`src/design/acs_pkg.sv`:
```
// Shared types, constants and helper functions of the ADC smoothing and glitch check block.
package acs_pkg;

    localparam int CHANNELS = 8;
    localparam int CH_IDX_W = (CHANNELS > 1) ? $clog2(CHANNELS) : 1;

    localparam logic [8:0]  WARM_SCANS    = 9'd300;
    localparam logic [8:0]  WARM_FALLBACK = 9'd10;
    localparam logic [8:0]  WARM_REENTRY  = WARM_SCANS - WARM_FALLBACK;
    localparam int          SMOOTH_DIV    = 3;
    localparam int          DIV3_SHIFT    = 17;
    localparam logic [16:0] DIV3_RECIP    = 17'(((1 << DIV3_SHIFT) + 1) / SMOOTH_DIV);

    localparam logic [15:0] TOLERANCE_RESET = 16'd1000;
    localparam logic [3:0]  ACTIVE_RESET    = 4'd8;
    localparam logic [3:0]  CHECKED_RESET   = 4'd3;

    typedef enum logic [1:0] {
        CFG_TOLERANCE = 2'd0,
        CFG_ACTIVE    = 2'd1,
        CFG_CHECKED   = 2'd2
    } cfg_index_t;

    typedef struct packed {
        logic [15:0] tolerance;
        logic [3:0]  active_channels;
        logic [3:0]  checked_channels;
    } cfg_t;

    typedef struct packed {
        logic [2:0]  channel;
        logic [15:0] sample;
        logic        last_in_scan;
    } item_t;

    typedef struct packed {
        logic [15:0] average;
        logic        glitch;
        logic        update;
    } calc_t;

    // Truncating divide of a 16-bit value by three through a reciprocal multiply.
    function automatic logic [15:0] div3(input logic [15:0] x);
        logic [32:0] prod;
        prod = {17'd0, x} * {16'd0, DIV3_RECIP};
        return prod[32:17];
    endfunction

endpackage

```
`src/design/adc_smoothing_glitch_check.sv`:
```
// Top level of the ADC smoothing and glitch check block: input register, state and result register.
// A beat passes the input register, then the result register; averages and scan state update as
// it leaves the input register. One beat per cycle is taken unless the result beat is stalled.
// Input stalls only while the input register is full and the result beat is stalled.
// Reset (rst_n low, asynchronous): averages and scan count clear, valid flags and settings reset.
module adc_smoothing_glitch_check
(
    input  logic        clk,
    input  logic        rst_n,

    input  logic        in_valid,
    output logic        in_stall,
    input  logic [2:0]  channel,
    input  logic [15:0] sample,
    input  logic        last_in_scan,

    output logic        out_valid,
    input  logic        out_stall,
    output logic [2:0]  chan_out,
    output logic [15:0] average,
    output logic        glitch,
    output logic        reinit_request,

    input  logic        cfg_valid,
    output logic        cfg_ready,
    input  logic [1:0]  cfg_index,
    input  logic [15:0] cfg_data
);

    acs_pkg::cfg_t  cfg_reg;
    acs_pkg::item_t s1_item_reg;
    logic           s1_valid_reg;

    logic [15:0]    averages_reg [acs_pkg::CHANNELS];
    logic [8:0]     warm_count_reg;
    logic [8:0]     warm_count_next;
    logic           glitch_seen_reg;
    logic           glitch_seen_next;

    logic           out_valid_reg;
    logic [2:0]     chan_out_reg;
    logic [15:0]    average_reg;
    logic           glitch_reg;
    logic           reinit_reg;
    logic           reinit_next;

    logic           advance;
    logic           fire;
    logic           in_range;
    logic           warm;
    logic [acs_pkg::CH_IDX_W-1:0] ch_idx;
    logic [15:0]    stored_avg;
    acs_pkg::calc_t calc;

    assign cfg_ready = 1'b1;

    assign advance  = !out_valid_reg || !out_stall;
    assign fire     = advance && s1_valid_reg;
    assign in_stall = s1_valid_reg && !advance;

    assign in_range   = 32'(s1_item_reg.channel) < 32'(acs_pkg::CHANNELS);
    assign ch_idx     = acs_pkg::CH_IDX_W'(s1_item_reg.channel);
    assign stored_avg = in_range ? averages_reg[ch_idx] : 16'd0;
    assign warm       = warm_count_reg <= acs_pkg::WARM_SCANS;

    acs_calc u_calc
    (
        .item       (s1_item_reg),
        .cfg        (cfg_reg),
        .stored_avg (stored_avg),
        .in_range   (in_range),
        .warm       (warm),
        .res        (calc)
    );

    always_comb
    begin
        warm_count_next  = warm_count_reg;
        glitch_seen_next = glitch_seen_reg || calc.glitch;
        reinit_next      = 1'b0;
        if (s1_item_reg.last_in_scan)
        begin
            glitch_seen_next = 1'b0;
            if (warm)
            begin
                warm_count_next = warm_count_reg + 9'd1;
                reinit_next     = 1'b1;
            end
            else if (glitch_seen_reg || calc.glitch)
            begin
                warm_count_next = acs_pkg::WARM_REENTRY;
                reinit_next     = 1'b1;
            end
        end
    end

    always_ff @(posedge clk or negedge rst_n)
    begin
        if (!rst_n)
        begin
            cfg_reg.tolerance        <= acs_pkg::TOLERANCE_RESET;
            cfg_reg.active_channels  <= acs_pkg::ACTIVE_RESET;
            cfg_reg.checked_channels <= acs_pkg::CHECKED_RESET;
        end
        else if (cfg_valid && cfg_ready)
        begin
            case (cfg_index)
                acs_pkg::CFG_TOLERANCE: cfg_reg.tolerance        <= cfg_data;
                acs_pkg::CFG_ACTIVE:    cfg_reg.active_channels  <= cfg_data[3:0];
                acs_pkg::CFG_CHECKED:   cfg_reg.checked_channels <= cfg_data[3:0];
                default:                ;
            endcase
        end
    end

    // Input register: load a beat whenever it is free to move on.
    always_ff @(posedge clk or negedge rst_n)
    begin
        if (!rst_n)
        begin
            s1_valid_reg <= 1'b0;
        end
        else if (!in_stall)
        begin
            s1_valid_reg <= in_valid;
        end
    end

    always_ff @(posedge clk)
    begin
        if (!in_stall && in_valid)
        begin
            s1_item_reg.channel      <= channel;
            s1_item_reg.sample       <= sample;
            s1_item_reg.last_in_scan <= last_in_scan;
        end
    end

    // Channel and scan state: advance as a beat passes into the result register.
    always_ff @(posedge clk or negedge rst_n)
    begin
        if (!rst_n)
        begin
            for (int i = 0; i < acs_pkg::CHANNELS; i++)
            begin
                averages_reg[i] <= 16'd0;
            end
            warm_count_reg  <= 9'd0;
            glitch_seen_reg <= 1'b0;
        end
        else if (fire)
        begin
            if (calc.update)
            begin
                averages_reg[ch_idx] <= calc.average;
            end
            warm_count_reg  <= warm_count_next;
            glitch_seen_reg <= glitch_seen_next;
        end
    end

    always_ff @(posedge clk or negedge rst_n)
    begin
        if (!rst_n)
        begin
            out_valid_reg <= 1'b0;
        end
        else if (advance)
        begin
            out_valid_reg <= s1_valid_reg;
        end
    end

    always_ff @(posedge clk)
    begin
        if (fire)
        begin
            chan_out_reg <= s1_item_reg.channel;
            average_reg  <= calc.average;
            glitch_reg   <= calc.glitch;
            reinit_reg   <= reinit_next;
        end
    end

    assign out_valid      = out_valid_reg;
    assign chan_out       = chan_out_reg;
    assign average        = average_reg;
    assign glitch         = glitch_reg;
    assign reinit_request = reinit_reg;

endmodule

```
`src/design/acs_calc.sv`:
```
// Per-beat smoothing update and glitch window test for one sample.
module acs_calc
(
    input  acs_pkg::item_t  item,
    input  acs_pkg::cfg_t   cfg,
    input  logic [15:0]     stored_avg,
    input  logic            in_range,
    input  logic            warm,
    output acs_pkg::calc_t  res
);

    logic        active;
    logic        checked;
    logic [16:0] hi_bound;
    logic [15:0] lo_bound;
    logic        outside;
    logic [15:0] avg_third;
    logic [15:0] sample_third;
    logic [15:0] smoothed;

    assign active  = in_range && ({1'b0, item.channel} < cfg.active_channels);
    assign checked = active && !warm && ({1'b0, item.channel} < cfg.checked_channels);

    assign hi_bound = {1'b0, stored_avg} + {1'b0, cfg.tolerance};
    assign lo_bound = (stored_avg > cfg.tolerance) ? (stored_avg - cfg.tolerance) : 16'd0;
    assign outside  = ({1'b0, item.sample} > hi_bound) || (item.sample < lo_bound);

    assign avg_third    = acs_pkg::div3(stored_avg);
    assign sample_third = acs_pkg::div3(item.sample);
    assign smoothed     = {avg_third[14:0], 1'b0} + sample_third;

    always_comb
    begin
        res.update  = active;
        res.glitch  = checked && outside;
        res.average = active ? smoothed : stored_avg;
    end

endmodule

```
`config.mk`:
```
export PLATFORM = sky130hd
export DESIGN_NAME = adc_smoothing_glitch_check
export DESIGN_NICKNAME = d
export VERILOG_FILES = /design/src/design/acs_pkg.sv /design/src/design/adc_smoothing_glitch_check.sv /design/src/design/acs_calc.sv
export SDC_FILE = /design/constraint.sdc
export NUM_CORES = 1
export LEC_CHECK = 0
export ABC_AREA = 1
export BUFFER_PORTS_ARGS = -buffer_cell sky130_fd_sc_hd__buf_2
export CAP_MARGIN = 20
export CORE_UTILIZATION = 45
export CTS_CLUSTER_SIZE = 12
export DETAILED_ROUTE_END_ITERATION = 12
export PLACE_DENSITY = 0.68
export SETUP_SLACK_MARGIN = 0.05
export SYNTH_ARGS = -nofsm -noshare
export SYNTH_HDL_FRONTEND = slang
export SYNTH_HIERARCHICAL = 1
export SYNTH_SLANG_ARGS = --single-unit
```
`constraint.sdc`:
```
create_clock -name clk -period 13.1 [get_ports clk]
set_clock_uncertainty 0.15 [all_clocks]
set_input_delay 2.62 -clock clk [delete_from_list [all_inputs] [get_ports clk]]
set_output_delay 2.62 -clock clk [all_outputs]
set_load 0.02 [all_outputs]
```
== Word-level counts from Yosys, hierarchy flattened ==
Cells that the tools add are included.

* Flip-flop bits (word level): 205
* Bits of input ports: 43
* Output and inout port bits: 24
* Word-level logic and storage cells: 74

* Add/sub/neg operators: 4
* Multiply operators: 2
* Magnitude comparators: 8
* Eq/ne operators: 2
* Mux-type cells: 13
* Bitwise gates (word level): 1
* Reduce and logical (&&, ||, !) cells: 22

{| class="wikitable"
|+ Operator list
! operator !! number
|-
| 128-bit bitwise mux || 1
|-
| 16-bit 2-to-1 mux || 5
|-
| 16-bit by 16-bit multiplier with 32-bit output (second input constant) || 2
|-
| 16-bit binary-select mux with 3-bit select || 1
|-
| 16-bit demux with 3-bit select || 1
|-
| 9-bit 2-to-1 mux || 2
|-
| 16-bit by 16-bit adder with 17-bit output || 1
|-
| 16-bit by 17-bit > comparator with 1-bit output || 1
|-
| 16-bit by 15-bit adder with 16-bit output || 1
|-
| 16-bit > comparator || 1
|-
| 16-bit less-than comparator || 1
|-
| 16-bit subtractor || 1
|-
| 9-bit by 1-bit adder with 9-bit output (second input constant) || 1
|-
| 9-bit less-or-equal comparator (second input constant) || 1
|-
| 3-bit by 4-bit less-than comparator with 1-bit output || 2
|-
| 2-bit AND reduction || 4
|-
| 1-bit logical AND || 7
|-
| 1-bit zero test || 5
|-
| 4-bit greater-or-equal comparator (second input constant) || 1
|-
| 4-bit by 1-bit less-than comparator with 1-bit output (second input constant) || 1
|-
| 3-bit NOT with 4-bit output || 1
|-
| 1-bit logical OR || 3
|-
| 1-bit 2-to-1 mux || 3
|-
| 3-bit AND reduction || 1
|-
| 4 further kinds || 4
|}

== Logic depth before layout (Yosys ltp) ==
* Depth in word-level cells: 12
* Mapped depth: 43
* Depth with buffers taken out: 40

== Modules after synthesis ==
Netlist, hierarchy kept.

{| class="wikitable"
|+ Modules (own cells, without submodules)
! module !! times used !! cells each !! area each (sq um) !! sequential area each (sq um)
|-
| acs_calc || 1 || 1683 || 12983.7 || 0.0
|-
| adc_smoothing_glitch_check || 1 || 934 || 8939.8 || 5346.4
|}

== Worst setup path after synthesis ==
Ideal clock, no wire load.

* Path type: reg-to-reg
* Start: reg s1_item_reg (netlist bit ch_idx[0])
* End: reg averages_reg[111] (netlist name)
* Library setup time: 0.083 ns
* Arrival: 7.524 ns
* Data required time: 12.867 ns
* Slack: 5.344 ns
* Cell stages (with the launch flop): 36
* Buffers on the path: 3
* Cell sequence: edfxtp_1 -> buf_4 -> inv_2 -> nand3_2 -> buf_2 -> o211ai_1 -> ha_1 -> xor2_1 -> ha_1 -> inv_1 -> fa_1 -> inv_1 -> fa_1 -> fa_1 -> inv_1 -> fa_1 -> inv_1 -> ha_1 -> a21oi_1 -> a21boi_1 -> xnor2_1 -> ha_1 -> inv_1 -> fa_1 -> o21ai_1 -> a21oi_2 -> inv_1 -> a21oi_1 -> o21ai_0 -> inv_1 -> nand2_1 -> nand3_1 -> nand2_1 -> clkbuf_1 -> nand2_1 -> o21ai_0

{| class="wikitable"
|+ RTL lines
! item !! RTL line !! text
|-
| start: declaration || adc_smoothing_glitch_check.sv:31 || <nowiki>acs_pkg::item_t s1_item_reg;</nowiki>
|-
| end signal: indexed assignment || adc_smoothing_glitch_check.sv:155 || <nowiki>averages_reg[ch_idx] <= calc.average;</nowiki>
|-
| end: declaration || adc_smoothing_glitch_check.sv:34 || <nowiki>logic [15:0] averages_reg [acs_pkg::CHANNELS];</nowiki>
|}

==> impl_metrics.env <==
export IMPL_path_class="register to register"
export IMPL_htreeDepth=1
export IMPL_antenna_violating_nets_post_route=0
export IMPL_layout_drive_gt1_share_pct=7.92
export IMPL_most_common_cell_after_layout_fill_and_taps_aside="inv_1"
export IMPL_synthesis_yosys_warnings=6
export IMPL_worst_endpoint_arrival_ns=9.61
export IMPL_crit_path_top_delay_cell="o211ai_1"
export IMPL_place_congestion=0.953
export IMPL_cts_resized_gates=0
export IMPL_layout_cells_most_common_list="inv_1, nand2_1, ha_1"
export IMPL_drt_pre_antenna_iters=6
export IMPL_gr_total_overflow=0
export IMPL_first_global_vias=17600
export IMPL_yosysUniqueCellTypes=64
export IMPL_detail_route_wl_per_cell_um=17.6
export IMPL_grt_start_max_net_pins=102
export IMPL_setup_viol_count_final=0
export IMPL_worst_skew_pair_late_latency_ns=0.55
export IMPL_path_common_cell="a21oi_1"
export IMPL_floorplan_die_height_um=223
export IMPL_synth_seq_cells=205
export IMPL_hold_buffers=0
export IMPL_setup_worst_path_start_class="register"
export IMPL_detail_route_iter0_violations=1414
export IMPL_die_x_um=223
export IMPL_drv_cap=0
export IMPL_max_clock_path_buffers=3
export IMPL_clock_sinks=205
export IMPL_routed_via_density=5.29
export IMPL_register_area_um2=5350
export IMPL_run_status="complete, no violations"
export IMPL_crit_fanout=17
export IMPL_crit_required_ns=13.43
export IMPL_route_vias_total=17400
export IMPL_total_neg_setup_slack_ns=0
export IMPL_tritoncts_num_buffers=25
export IMPL_num_rows=80
export IMPL_grt_setup_unrepaired="no"
export IMPL_critPathCaptureType="register"
export IMPL_postRouteWirelength_mm=58.1
export IMPL_port_buffers=65
export IMPL_timing_reg2reg_setup_slack_ns=3.82
export IMPL_multi_input_comb_area_um2=13800
export IMPL_cts_tree="yes"
export IMPL_syn_to_final_growth_pct=7.25
export IMPL_hold_class="register to register"
export IMPL_synth_cells=2617
export IMPL_clock_fmax_mhz=108
export IMPL_floorplan_die_area_um2=49600
export IMPL_synth_yosys_seq_area_share_pct=24.4
export IMPL_worst_pin_slew_ns=1.04
export IMPL_global_route_wire_length_before_repair_mm=94.2
export IMPL_fin_worst_hold_slack_ns=0.338
export IMPL_largest_register_ffs=128
export IMPL_fill_cells=4621
export IMPL_slew_headroom_pct=30.3
export IMPL_placed_wire_length_estimate_after_detailed_placement_mm=46.6
export IMPL_drc=0
export IMPL_grt_usage_pct=24.1
export IMPL_syn_area_per_cell_um2=8.38
export IMPL_path_clk_slew_ns=0.06
export IMPL_core_region_area_um2=47900
export IMPL_max_stage_delay_ns=0.93
export IMPL_timing_final_max_slew_violations=0
export IMPL_floorplan_initialDensity_pct=45.7
export IMPL_finalHoldViolations=0
export IMPL_syn_cell_area_um2=21900
export IMPL_initial_antenna_violation_count=1
export IMPL_finalCriticalPeriod_ns=9.28
export IMPL_master_cell_of_the_clock_root_buffer="clkbuf_16"
export IMPL_ios=67
export IMPL_fin_nets=3198
export IMPL_timing_final_crit_share_pct=70.8
export IMPL_cts_repair_timing_setup_buffer_count=0
==> logic make-up (layout without fill, tap and decap cells) <==
logic type,after synthesis,count (layout),synth area share (%)
compound gates,463,463,12.1
xor+xnor,67,67,2.68
fa+ha+maj,496,496,33.7
buf+inv,683,743,12.6
flops,205,205,24.4
mux,12,12,0.616
other cells,1,3,0.0171
simple gates,690,690,14.0
==> synthesized netlist by cell type, drive strengths merged <==
master | instances | area (um^2)
xor2 | 52 | 455
buf | 65 | 433
mux2 | 12 | 135
o21ai | 211 | 1090
edfxtp | 41 | 1230
dfrtp | 155 | 3880
xnor2 | 15 | 131
o2111ai | 1 | 8.76
nand3 | 65 | 415
o31ai | 6 | 45.0
nor3 | 10 | 55.1
ha | 339 | 4240
inv | 611 | 2290
o21a | 4 | 30.0
nand4 | 24 | 156
a211oi | 6 | 45.0
nand2 | 427 | 1630
and2 | 1 | 6.26
a21oi | 130 | 688
nor4 | 7 | 58.8
o41ai | 1 | 8.76
a31oi | 9 | 56.3
a2111oi | 1 | 8.76
fa | 157 | 3140
o221ai | 2 | 17.5
and3 | 1 | 6.26
a21o | 10 | 75.1
a21boi | 9 | 78.8
conb | 1 | 3.75
clkbuf | 7 | 27.5
a221oi | 1 | 8.76
dfstp | 9 | 236
o211ai | 12 | 90.1
o22ai | 52 | 332
nor2 | 140 | 628
or2 | 8 | 50.1
nand3b | 7 | 52.6
o21bai | 8 | 63.8
==> layout make-up <==
type	count	share of cell area, %
flip-flops and latches	205	22.7
diodes	1	0.0106
well taps	615	3.27
multi-input cells	1730	58.8
repair buffers	86	2.16
clock buffers	37	3.03
inverters	611	9.75
clock inverters	9	0.239
==> final timing paths <==
path,to,from,cells after the start
setup / recovery,averages_reg[93],ch_idx[0],32
hold / removal,cfg_reg[3],cfg_reg[3],2
setup reg to reg,averages_reg[93],ch_idx[0],32
hold reg to reg,cfg_reg[3],cfg_reg[3],2
max in group asynchronous,averages_reg[29],rst_n,2
min in group asynchronous,warm_count_reg[6],rst_n,1
==> per-layer routing <==
layer	part of all wire, %	global-route usage (%)	vias up
li1	-	-	8407
met1	47	34.4	8438
met2	44	38.0	476
met3	5.0	2.68	98
met4	3.7	8.23	0
met5	0	0	-
==> worst max-delay path, delay by kind of cell, from the launching register on <==
kind | cells | cell delay (ns)
fa+ha+maj | 8 | 3.42
compound gates | 13 | 3.33
simple gates | 3 | 0.69
xor+xnor | 3 | 0.62
flops | 1 | 0.56
buf+inv | 5 | 0.41
==> metrics by stage <==
step | instance area [um^2] | util [%] | std cells | setup WS, ns
3_5_place_dp | 22700 | 47.4 | 3245 | 3.95
4_1_cts | 23500 | 49.0 | 3291 | 3.92
2_1_floorplan | 21900 | - | 2618 | 5.34
6_report | 23500 | 49.0 | 3294 | 3.82
5_1_grt | 23500 | 49.0 | 3294 | 3.25
3_3_place_gp | 22700 | 47.3 | 3242 | 3.68
Power is left out: the tool's default activity adds up to more than one toggle a clock period on the data nets, which glitch-free logic cannot reach.
